[config.mk]
export PLATFORM = sky130hd
export DESIGN_NAME = pei_controller
export DESIGN_NICKNAME = d
export VERILOG_FILES = /design/src/rtl/pei_pkg.sv /design/src/rtl/pei_controller.sv
export SDC_FILE = /design/constraint.sdc
export NUM_CORES = 1
export LEC_CHECK = 0
export BUFFER_PORTS_ARGS = -buffer_cell sky130_fd_sc_hd__buf_2
export CORE_MARGIN = 1
export CORE_UTILIZATION = 25
export DETAILED_ROUTE_END_ITERATION = 6
export PLACE_DENSITY = 0.52
export SYNTH_ARGS = -nofsm -noshare
export SYNTH_HDL_FRONTEND = slang
export SYNTH_SLANG_ARGS = --single-unit
[constraint.sdc]
create_clock -name i_clk -period 3.2 [get_ports i_clk]
set_clock_uncertainty 0.2 [all_clocks]
set_input_delay 0.48 -clock i_clk [delete_from_list [all_inputs] [get_ports i_clk]]
set_output_delay 0.48 -clock i_clk [all_outputs]
set_load 0.005 [all_outputs]
[src/rtl/pei_pkg.sv]
`timescale 1ns / 1ps
// ----------------------------------------------------------------------------
// pei_pkg
// Shared types, constants and helpers of the particle euler integrator.
// ----------------------------------------------------------------------------
package pei_pkg;

    localparam int FRAC_BITS = 16;
    localparam int STEP_BITS = 16;
    localparam int DIVW      = 2 * FRAC_BITS + 1;
    localparam int DIVCW     = $clog2(DIVW);
    localparam int OPW       = 33;
    localparam int PW        = 2 * OPW;
    localparam int IN_W      = 216;
    localparam int OUT_W     = 192;

    typedef enum logic [1:0] {
        FN_FORCE = 2'd0,
        FN_INTEG = 2'd1,
        FN_LOAD  = 2'd2,
        FN_NONE  = 2'd3
    } t_func;

    typedef enum logic [2:0] {
        REG_MASS    = 3'd0,
        REG_DAMPING = 3'd1,
        REG_ACCEL_X = 3'd2,
        REG_ACCEL_Y = 3'd3,
        REG_ACCEL_Z = 3'd4
    } t_reg;

    typedef enum logic [2:0] {
        ST_HALF,
        ST_FA,
        ST_PV,
        ST_PA,
        ST_VD,
        ST_VA
    } t_step;

    typedef enum logic [2:0] {
        S_IDLE,
        S_DIV,
        S_MUL,
        S_DRAIN,
        S_DONE
    } t_state;

    typedef struct packed {
        logic       accept;
        logic       div_first;
        logic       div_step;
        logic       mul_issue;
        t_step      step;
        logic [1:0] axis;
        logic       capture;
    } t_cmd;

    function automatic logic signed [31:0] sat32(input logic signed [PW-1:0] v);
        logic signed [31:0] r;
        if (v[PW-1:31] == '0 || v[PW-1:31] == '1) begin
            r = v[31:0];
        end else if (v[PW-1]) begin
            r = 32'sh8000_0000;
        end else begin
            r = 32'sh7fff_ffff;
        end
        return r;
    endfunction

endpackage

[src/rtl/pei_controller.sv]
`timescale 1ns / 1ps
// ----------------------------------------------------------------------------
// pei_controller
// Sequencer: integrate = divide, dt*dt/2, five multiplies per axis; capture.
// ----------------------------------------------------------------------------
module pei_controller (
    input  logic          i_clk,
    input  logic          i_rst_n,
    input  logic          i_s_tvalid,
    input  logic [1:0]    i_func,
    output logic          o_s_tready,
    output logic          o_m_tvalid,
    input  logic          i_m_tready,
    output pei_pkg::t_cmd o_cmd
);
    import pei_pkg::*;

    t_state                r_state, n_state;
    logic [DIVCW-1:0]      r_div_cnt, n_div_cnt;
    t_step                 r_step, n_step;
    logic [1:0]            r_axis, n_axis;
    logic                  r_out_valid, n_out_valid;
    logic                  accept;

    assign accept = (r_state == S_IDLE) && i_s_tvalid;

    always_comb begin
        n_state   = r_state;
        n_div_cnt = r_div_cnt;
        n_step    = r_step;
        n_axis    = r_axis;
        unique case (r_state)
            S_IDLE: begin
                if (accept) begin
                    n_div_cnt = '0;
                    n_step    = ST_HALF;
                    n_axis    = 2'd0;
                    n_state   = (t_func'(i_func) == FN_INTEG) ? S_DIV : S_DONE;
                end
            end
            S_DIV: begin
                n_div_cnt = r_div_cnt + 1'b1;
                if (r_div_cnt == DIVCW'(DIVW - 1)) begin
                    n_state = S_MUL;
                end
            end
            S_MUL: begin
                unique case (r_step)
                    ST_HALF: n_step = ST_FA;
                    ST_FA:   n_step = ST_PV;
                    ST_PV:   n_step = ST_PA;
                    ST_PA:   n_step = ST_VD;
                    ST_VD:   n_step = ST_VA;
                    ST_VA: begin
                        n_step = ST_FA;
                        if (r_axis == 2'd2) begin
                            n_state = S_DRAIN;
                        end else begin
                            n_axis = r_axis + 1'b1;
                        end
                    end
                    default: n_step = ST_HALF;
                endcase
            end
            S_DRAIN: n_state = S_DONE;
            S_DONE: begin
                if (!r_out_valid || i_m_tready) begin
                    n_state = S_IDLE;
                end
            end
            default: n_state = S_IDLE;
        endcase
    end

    always_comb begin
        o_cmd           = '0;
        o_cmd.accept    = accept;
        o_cmd.step      = r_step;
        o_cmd.axis      = r_axis;
        o_cmd.div_step  = (r_state == S_DIV);
        o_cmd.div_first = (r_state == S_DIV) && (r_div_cnt == '0);
        o_cmd.mul_issue = (r_state == S_MUL);
        o_cmd.capture   = (r_state == S_DONE) && (!r_out_valid || i_m_tready);
        n_out_valid     = o_cmd.capture ? 1'b1 : (r_out_valid && !i_m_tready);
    end

    always_ff @(posedge i_clk) begin
        if (!i_rst_n) begin
            r_state     <= S_IDLE;
            r_div_cnt   <= '0;
            r_step      <= ST_HALF;
            r_axis      <= 2'd0;
            r_out_valid <= 1'b0;
        end else begin
            r_state     <= n_state;
            r_div_cnt   <= n_div_cnt;
            r_step      <= n_step;
            r_axis      <= n_axis;
            r_out_valid <= n_out_valid;
        end
    end

    assign o_s_tready = (r_state == S_IDLE);
    assign o_m_tvalid = r_out_valid;

`ifndef NO_ASSERTIONS
    a_no_issue_on_accept: assert property (@(posedge i_clk) disable iff (!i_rst_n)
        !(o_cmd.accept && (o_cmd.mul_issue || o_cmd.div_step)))
        else $error("accept during a busy step");
    a_integ_starts_div: assert property (@(posedge i_clk) disable iff (!i_rst_n)
        (accept && t_func'(i_func) == FN_INTEG) |=> o_cmd.div_first)
        else $error("integrate did not start the divider");
    a_capture_slot_free: assert property (@(posedge i_clk) disable iff (!i_rst_n)
        o_cmd.capture |-> (!r_out_valid || i_m_tready))
        else $error("capture over an untaken result");
    a_result_held: assert property (@(posedge i_clk) disable iff (!i_rst_n)
        (r_out_valid && !i_m_tready) |=> r_out_valid)
        else $error("pending result dropped");
`endif

endmodule

-- Yosys cells after proc, flatten, opt, wreduce, memory -nomap -nowiden
Cells that the tools add are included.
Widths: inputs -> output; s select.
- equal/unequal tests: 18
- reductions and logical operators: 17
- add/sub/neg operators: 2
- multiplexer cells: 17
- operator list (kind ; number):
    $pmux 3 s5 ; 2
    $mux 3 ; 7
    $eq 3x2->1 const B ; 4
    $pmux 6 s2 ; 1
    $eq 3x3->1 const B ; 3
    $ne 2x1->1 const B ; 4
    $add 6x1->6 const B ; 1
    $eq 3x1->1 const B ; 2
    $eq 6x6->1 const B ; 1
    $logic_not 3->1 ; 2
    $logic_not 6->1 ; 1
    $mux 2 ; 3
    $mux 6 ; 1
    $pmux 3 s2 ; 1
    $reduce_and 5->1 ; 1
    $logic_and 1x1->1 ; 4
    $ne 2x2->1 const B ; 2
    $pmux 2 s2 ; 1
    $reduce_and 2->1 ; 2
    $reduce_and 4->1 ; 1
    $reduce_bool 2->1 ; 2
    $add 2x1->2 const B ; 1
    $eq 2x1->1 const B ; 1
    $eq 2x2->1 const B ; 1
    4 further kinds ; 5
- output and inout bits: 12
- flip-flop bits (word level): 15
- bits of input ports: 6
- word-level logic and storage cells: 59

-- Depth between registers and ports, before layout
Gate-level depths: netlist of run 1.
- depth after elaboration: 4
- depth in mapped cells: 7
- depth with buffers taken out: 6

-- Worst setup path after synthesis of run 1
No wires, ideal clock.
- path kind: reg2out
- start: reg r_state[0]
- end: out o_cmd[9] (netlist name)
- path buffers: 3
- setup slack: 1281 ps
- cell stages (with the launch flop): 6
- data required time: 2520 ps
- arrival time: 1239 ps
- cell sequence: dfxtp_1 buf_4 or4b_1 clkbuf_1 inv_1 buf_4
- word-level cells in the longest chain between the ends: 2
- ends and longest elaborated chain (what ; RTL line ; source):
    from (decl) ; pei_controller.sv:18 ; t_state r_state, n_state;
    from (signal assigned) ; pei_controller.sv:95 ; r_state <= n_state;
    $logic_not 3->1 ; pei_controller.sv:25 ; assign accept = (r_state == S_IDLE) && i_s_tvalid;
    $logic_and 1x1->1 ; pei_controller.sv:25 ;
    to (decl) ; pei_controller.sv:14 ; output pei_pkg::t_cmd o_cmd
Every way passes these cells.

==> results of run 1 <==
==> logic make-up after synthesis <==
kind of cell | synth area share
adders and majority gates | 0.04329
xor gates and xnor gates | 0.01010
and+or+nand+nor | 0.3160
muxes | 0.02453
buffers and inverters | 0.09090
AOI/OAI and AO/OA | 0.1688
DFF | 0.3463
==> sequential cells by signal, indices dropped and copies added (netlist names) <==
name and count:
r_axis 2, r_div_cnt 6, r_state 3, r_step 3, o_m_tvalid 1
==> area by class of cell <==
type / count / area share
flip-flops and latches: 15 / 0.3038
inverters: 7 / 0.03165
well taps: 46 / 0.05823
repair buffers: 17 / 0.08608
clock buffers: 4 / 0.02658
multi-input cells: 79 / 0.4937
==> layer usage <==
layer,share of wire,routed length [um],up-vias
met2,0.43,820,18
met1,0.51,958,367
met4,0,0,0
met3,0.062,118,0
met5,0,0,-
li1,-,-,414
==> placed cells by master, fill, tap and decap left out, types with 2 or more instances in the layout <==
cell,netlist,routed
buf_2,2,17
dfxtp_1,15,15
a21oi_1,13,13
nand2_1,11,11
inv_1,6,6
nor2_1,6,6
o21ai_0,6,6
nor3_1,5,5
nand2b_1,3,3
nand3_1,3,3
or4_1,3,3
ha_1,3,3
clkbuf_4,0,3
or3b_1,2,2
and3_1,2,2
nand4_1,2,2
nor2b_1,2,2
o211ai_1,2,2
==> where the power goes <==
group / internal (uW) / total [uW] / switching [uW]
Combinational: 34.2 / 76.9 / 42.8
Clock: 48.3 / 111 / 62.2
Sequential: 194 / 209 / 14.5
==> worst max path at each step <==
| stage | from | end | slack, ns | cells after the start |
|---|---|---|---|---|
| 6_report | r_state[0] | o_cmd[8] | 0.83 | 5 |
| 5_1_grt | r_state[0] | o_cmd[8] | 0.72 | 5 |
| 4_1_cts | r_state[0] | o_cmd[8] | 0.82 | 5 |
| 3_5_place_dp | i_s_tvalid | o_cmd[9] | 1.13 | 4 |
| 3_3_place_gp | r_state[1] | r_state[2] | 1.15 | 4 |
| 2_1_floorplan | r_state[0] | o_cmd[9] | 1.28 | 5 |
==> worst max-delay path, cell delays in order (launching register included) <==
cell and delay, ns:
dfxtp_1 0.52, or3b_1 0.52, inv_6 0.12, nand2_1 0.05
nor2_1 0.08, buf_2 0.11
==> per-stage QoR <==
| stage | utilization | hold WS, ns | total power, uW | std cells |
|---|---|---|---|---|
| after floorplan | - | 0.2692 | 272.0 | 109 |
| after global placement | 0.2883 | 0.2740 | 289.1 | 164 |
| after detailed placement | 0.2883 | 0.2898 | 291.0 | 164 |
| after CTS | 0.2962 | 0.2553 | 404.5 | 168 |
| after global routing | 0.2962 | 0.2693 | 423.4 | 168 |
| final | 0.2962 | 0.2674 | 396.2 | 168 |
==> reports/results.ini, run 1 <==
[drt]
dr.pass1.iters = 4
vias_per_cell = 4.756
vias = 799
drcViolationCount = 0
antenna_left = 0
wl_per_cell_um = 11.29
wl_um = 1897
drt_iter0_drc = 26

[worst_hold_path]
min_path_cells = 3
worstHoldStart = i_rst_n
holdPathEnd = r_state[0]
min_path_type = input pin to register

[logic_synthesis]
yosysSeqAreaShare = 0.3463
synth.area.top_cells = dfxtp_1 35%, a21oi_1 7.5%, nand2_1 4.8%
yosysMostFrequentCell = dfxtp_1
yosysUniqueCellTypes = 37
netlist.area_leader.share = 0.3463
synthArstFlopShare = 0
post_synth.cell_area_avg_sq_um = 7.955
synth_nets = 118
synth-edff-count = 0
ys.flop_type = dfxtp_1
synth_common_cells = 15 x dfxtp_1, 13 x a21oi_1, 11 x nand2_1
syn_inst = 109
synth_area_leader_cell = dfxtp_1
yosysWarnings = 0
ys_ff_latch = 15
syn_area_sq_um = 867.1

[placed_design]
port_buffers = 17
place_hpwl_um = 1372
pre_cts_slack_ns = 1.135
place_area_sq_um = 962.2
place_congestion = 0.7913

[timing]
fin_setup_tns_ns = 0
rsz0062_at_grt = false
worst-slew-pin-transition_ns = 0.4484
relSlewSlack = 0.7008
layout_setup_ws_ns = 0.8291
timing.fmax_mhz = 421.8
hold_violations = 0
final_max_slew_viol_count = 0
finalSetupViolations = 0
finalWorstPathRequiredPeriod_ns = 2.371
post-route-period-util = 0.7409

[clocking]
cts.sink_count = 15
cts_resized = 0
cts_hold_buf = 0
cts.htree.levels = 1
root_buffer = clkbuf_4
path_clk_slew_ns = 0.10
clk_path_buf_depth = 2
numCtsBuffers = 3
worstSkewPairLatency_ns = 0.28
cts_setup_buffers = 0
cts_tree = built

[setup_path]
critical_path.max_fanout = 11
cp-start-kind = register
critPathKind = register to output port
cp_data_required_time_ns = 2.52
r2r-end = r_state[2]
reg2reg_from = r_state[1]
worstRegToRegCells = 4
endpoint_kind = output port
cp.arrival_ns = 1.69
r2r_setup_slack_ns = 1.08

[global_route]
globalRouteMet1Util = 0.1454
grt.total_usage = 0.1101
met2_usage = 0.1711
antenna_found_initial = 0
grt_overflow = 0
grt_pass1_wl_um = 3001
grt-busiest-layer = met2
grt_start_max_net_pins = 16
grt_pass1_vias = 662
use_met3 = 0.04478

[die]
die_height_um = 60.89
io_pins = 18
core_area_sq_mm = 0.003337
start_util = 0.2598
dieArea_sq_mm = 0.003708
std_cell_rows = 21
chipWidth_um = 60.89

[layout]
diodes = 0
register_area_sq_um = 300.3
final_nets = 132
multi_input_area_sq_um = 488.0
fin_area_sq_um = 988.4
area_delta_synth_final_pct = 14.00
drive_gt1_frac = 0.1885
n_fill_cell = 377

[outcome]
outcome = completed

[power_and_ir_drop]
power_density_mw_per_mm2 = 400.8
ir_drop_mv = 0.1414
power_leakage_uw = 0.0003966

[job]
drv_cap = 0

(Power assumes the default switching activity.)
==> run 2, diff against run 1 <==
==> constraint.sdc (replaced) <==
create_clock -name i_clk -period 2.45 [get_ports i_clk]
set_clock_uncertainty 0.2 [all_clocks]
set_input_delay 0.3675 -clock i_clk [delete_from_list [all_inputs] [get_ports i_clk]]
set_output_delay 0.3675 -clock i_clk [all_outputs]
set_load 0.005 [all_outputs]
==> run 2 against run 1 <==
- critical path depth did not move
- register-to-register slack worse by 0.66 ns
- die area did not move
- global-route usage grew 0.45 points
- wire length shrank 4.1%
- clock power up 33%
- cell area unchanged
- combinational power rose by 33%
- count of clock-buffer cells in the layout unchanged
- setup slack worse by 0.68 ns
- sequential share of layout area stayed put
- critical path type unchanged
- largest power group unchanged
==> reports/results.ini, run 2 (same netlist as run 1, synthesis figures left out) <==
[outcome]
outcome = completed

[die]
die_height_um = 60.89  ; unchanged
core_area_sq_mm = 0.003337  ; unchanged
dieArea_sq_mm = 0.003708  ; unchanged
io_pins = 18  ; unchanged
std_cell_rows = 21  ; unchanged
chipWidth_um = 60.89  ; unchanged
start_util = 0.2598  ; unchanged

[layout]
largestRegisters = r_div_cnt (6), r_state (3), r_step (3)
final_cell_mix = 17 x buf_2, 15 x dfxtp_1, 13 x a21oi_1, 11 x nand2_1
diodes = 0  ; unchanged
largest_register = r_div_cnt
area_delta_synth_final_pct = 14.00  ; unchanged
largest_reg_flops = 6  ; unchanged
layout_commonest_cell = buf_2
final_nets = 132  ; unchanged
drive_gt1_frac = 0.1885  ; unchanged
n_fill_cell = 375  ; -0.53%

[clocking]
cts.sink_count = 15  ; unchanged
cts_hold_buf = 0  ; unchanged
path_clk_slew_ns = 0.09  ; about the same
cts_tree = built
worstSkewPairLatency_ns = 0.29  ; about the same
numCtsBuffers = 3  ; unchanged
clk_path_buf_depth = 2  ; unchanged
cts.htree.levels = 1  ; unchanged
cts_setup_buffers = 0  ; unchanged
root_buffer = clkbuf_4
cts_resized = 0  ; unchanged

[global_route]
grt_start_max_net_pins = 16  ; unchanged
grt_overflow = 0  ; unchanged
grt.total_usage = 0.1146  ; +0.004474
antenna_found_initial = 0  ; unchanged
grt_pass1_vias = 705  ; +6.5%
grt_pass1_wl_um = 3105  ; +3.5%

[drt]
drcViolationCount = 0  ; unchanged
vias_per_cell = 4.786  ; +0.63%
drt_iter0_drc = 29  ; +12%
wl_um = 1820  ; -4.1%
dr.pass1.iters = 4  ; unchanged
wl_per_cell_um = 10.83  ; -4.1%
vias = 804  ; +0.63%
antenna_left = 0  ; unchanged

[timing]
hold_violations = 0  ; unchanged
finalSetupViolations = 0  ; unchanged
post-route-period-util = 0.9371
fin_setup_tns_ns = 0  ; unchanged
timing.fmax_mhz = 435.6
rsz0062_at_grt = false
worst-slew-pin-transition_ns = 0.4650  ; +0.01663 ns
hold_slack_ns = 0.1663  ; -0.1010 ns
final_max_slew_viol_count = 0  ; unchanged
finalWorstPathRequiredPeriod_ns = 2.296
relSlewSlack = 0.6897  ; -0.01110

[power_and_ir_drop]
ir_drop_mv = 0.2749  ; +94%
power_leakage_uw = 0.0003966  ; unchanged
switching_power_uw = 160.3  ; +34%
power.share.switching = 0.3072  ; +0.005598
power_density_mw_per_mm2 = 527.9  ; +32%
clkPwrFrac = 0.283  ; +0.004
p_int_uw = 361.5  ; +31%
p_seq_frac = 0.522  ; -0.005
finalPower_uw = 521.8  ; +32%
pwr-share-comb = 0.195  ; about the same

[setup_path]
critical_path.max_fanout = 11  ; unchanged
r2r-end = r_axis[1]
reg2reg_from = r_state[1]
worstRegToRegCells = 3  ; -1
r2r_setup_slack_ns = 0.42  ; -0.66 ns
critPathKind = register to output port
cp-start-kind = register
cp.arrival_ns = 1.73  ; +0.04 ns
endpoint_kind = output port
cp_data_required_time_ns = 1.88  ; -0.64 ns

[placed_design]
place_congestion = 0.8025  ; +1.4%
place_hpwl_um = 1315  ; -4.2%
port_buffers = 17  ; unchanged

[worst_hold_path]
worstHoldStart = i_rst_n
min_path_cells = 3  ; unchanged
min_path_type = input pin to register
holdPathEnd = r_step[1]

[job]
drv_cap = 0  ; unchanged

==> run 2: cell type report <==
cell class / count / area (sq um) / area share
Tap cell: 46 / 57.56 / 0.05823
Sequential cell: 15 / 300.3 / 0.3038
Clock buffer: 4 / 26.28 / 0.02658
Timing Repair Buffer: 17 / 85.08 / 0.08608
Multi-Input combinational cell: 79 / 488.0 / 0.4937
Inverter: 7 / 31.28 / 0.03165
==> run 2: worst max path at each step <==
stage                          start         to  slack (ns)  cells after the start
after floorplan           r_state[0]   o_cmd[9]        0.64                      5
final                     r_state[0]   o_cmd[8]        0.15                      5
after global placement    r_state[1]  r_axis[1]        0.51                      3
after detailed placement  r_state[1]  r_axis[1]        0.46                      3
after CTS                 r_state[0]   o_cmd[8]        0.12                      5
after global routing      r_state[0]   o_cmd[8]        0.03                      5
==> run 2: metal layers <==
layer	part of all wire	GRT usage	wire length (um)
met1	0.51	0.1443	924
met2	0.43	0.1743	787
met3	0.049	0.04904	89
met4	0.010	0.04221	19
met5	0	0	0
==> run 2: worst max-delay path: stages (launching register included) <==
cell and delay, ns:
dfxtp_1 0.52, or3b_1 0.53, inv_6 0.13, nand2_1 0.05
nor2_1 0.10, buf_2 0.12
==> run 2: metrics by stage <==
step	utilization	area (sq um)	instances	worst slack (ns)
final	0.2962	988.4	168	0.1541
after global routing	0.2962	988.4	168	0.02557
after CTS	0.2962	988.4	168	0.1203
after detailed placement	0.2883	962.2	164	0.4596
after global placement	0.2883	962.2	164	0.5108
after floorplan	-	867.1	109	0.6439
==> run 2: power by group through the flow <==
| stage | logic [uW] | registers, uW | clock network, uW |
|---|---|---|---|
| detailed placement | 102 | 278 | 0 |
| floorplan | 90.5 | 265 | 0 |
| finish | 102 | 272 | 148 |
| CTS | 103 | 272 | 159 |
| global route | 118 | 275 | 165 |
| global placement | 102 | 277 | 0 |
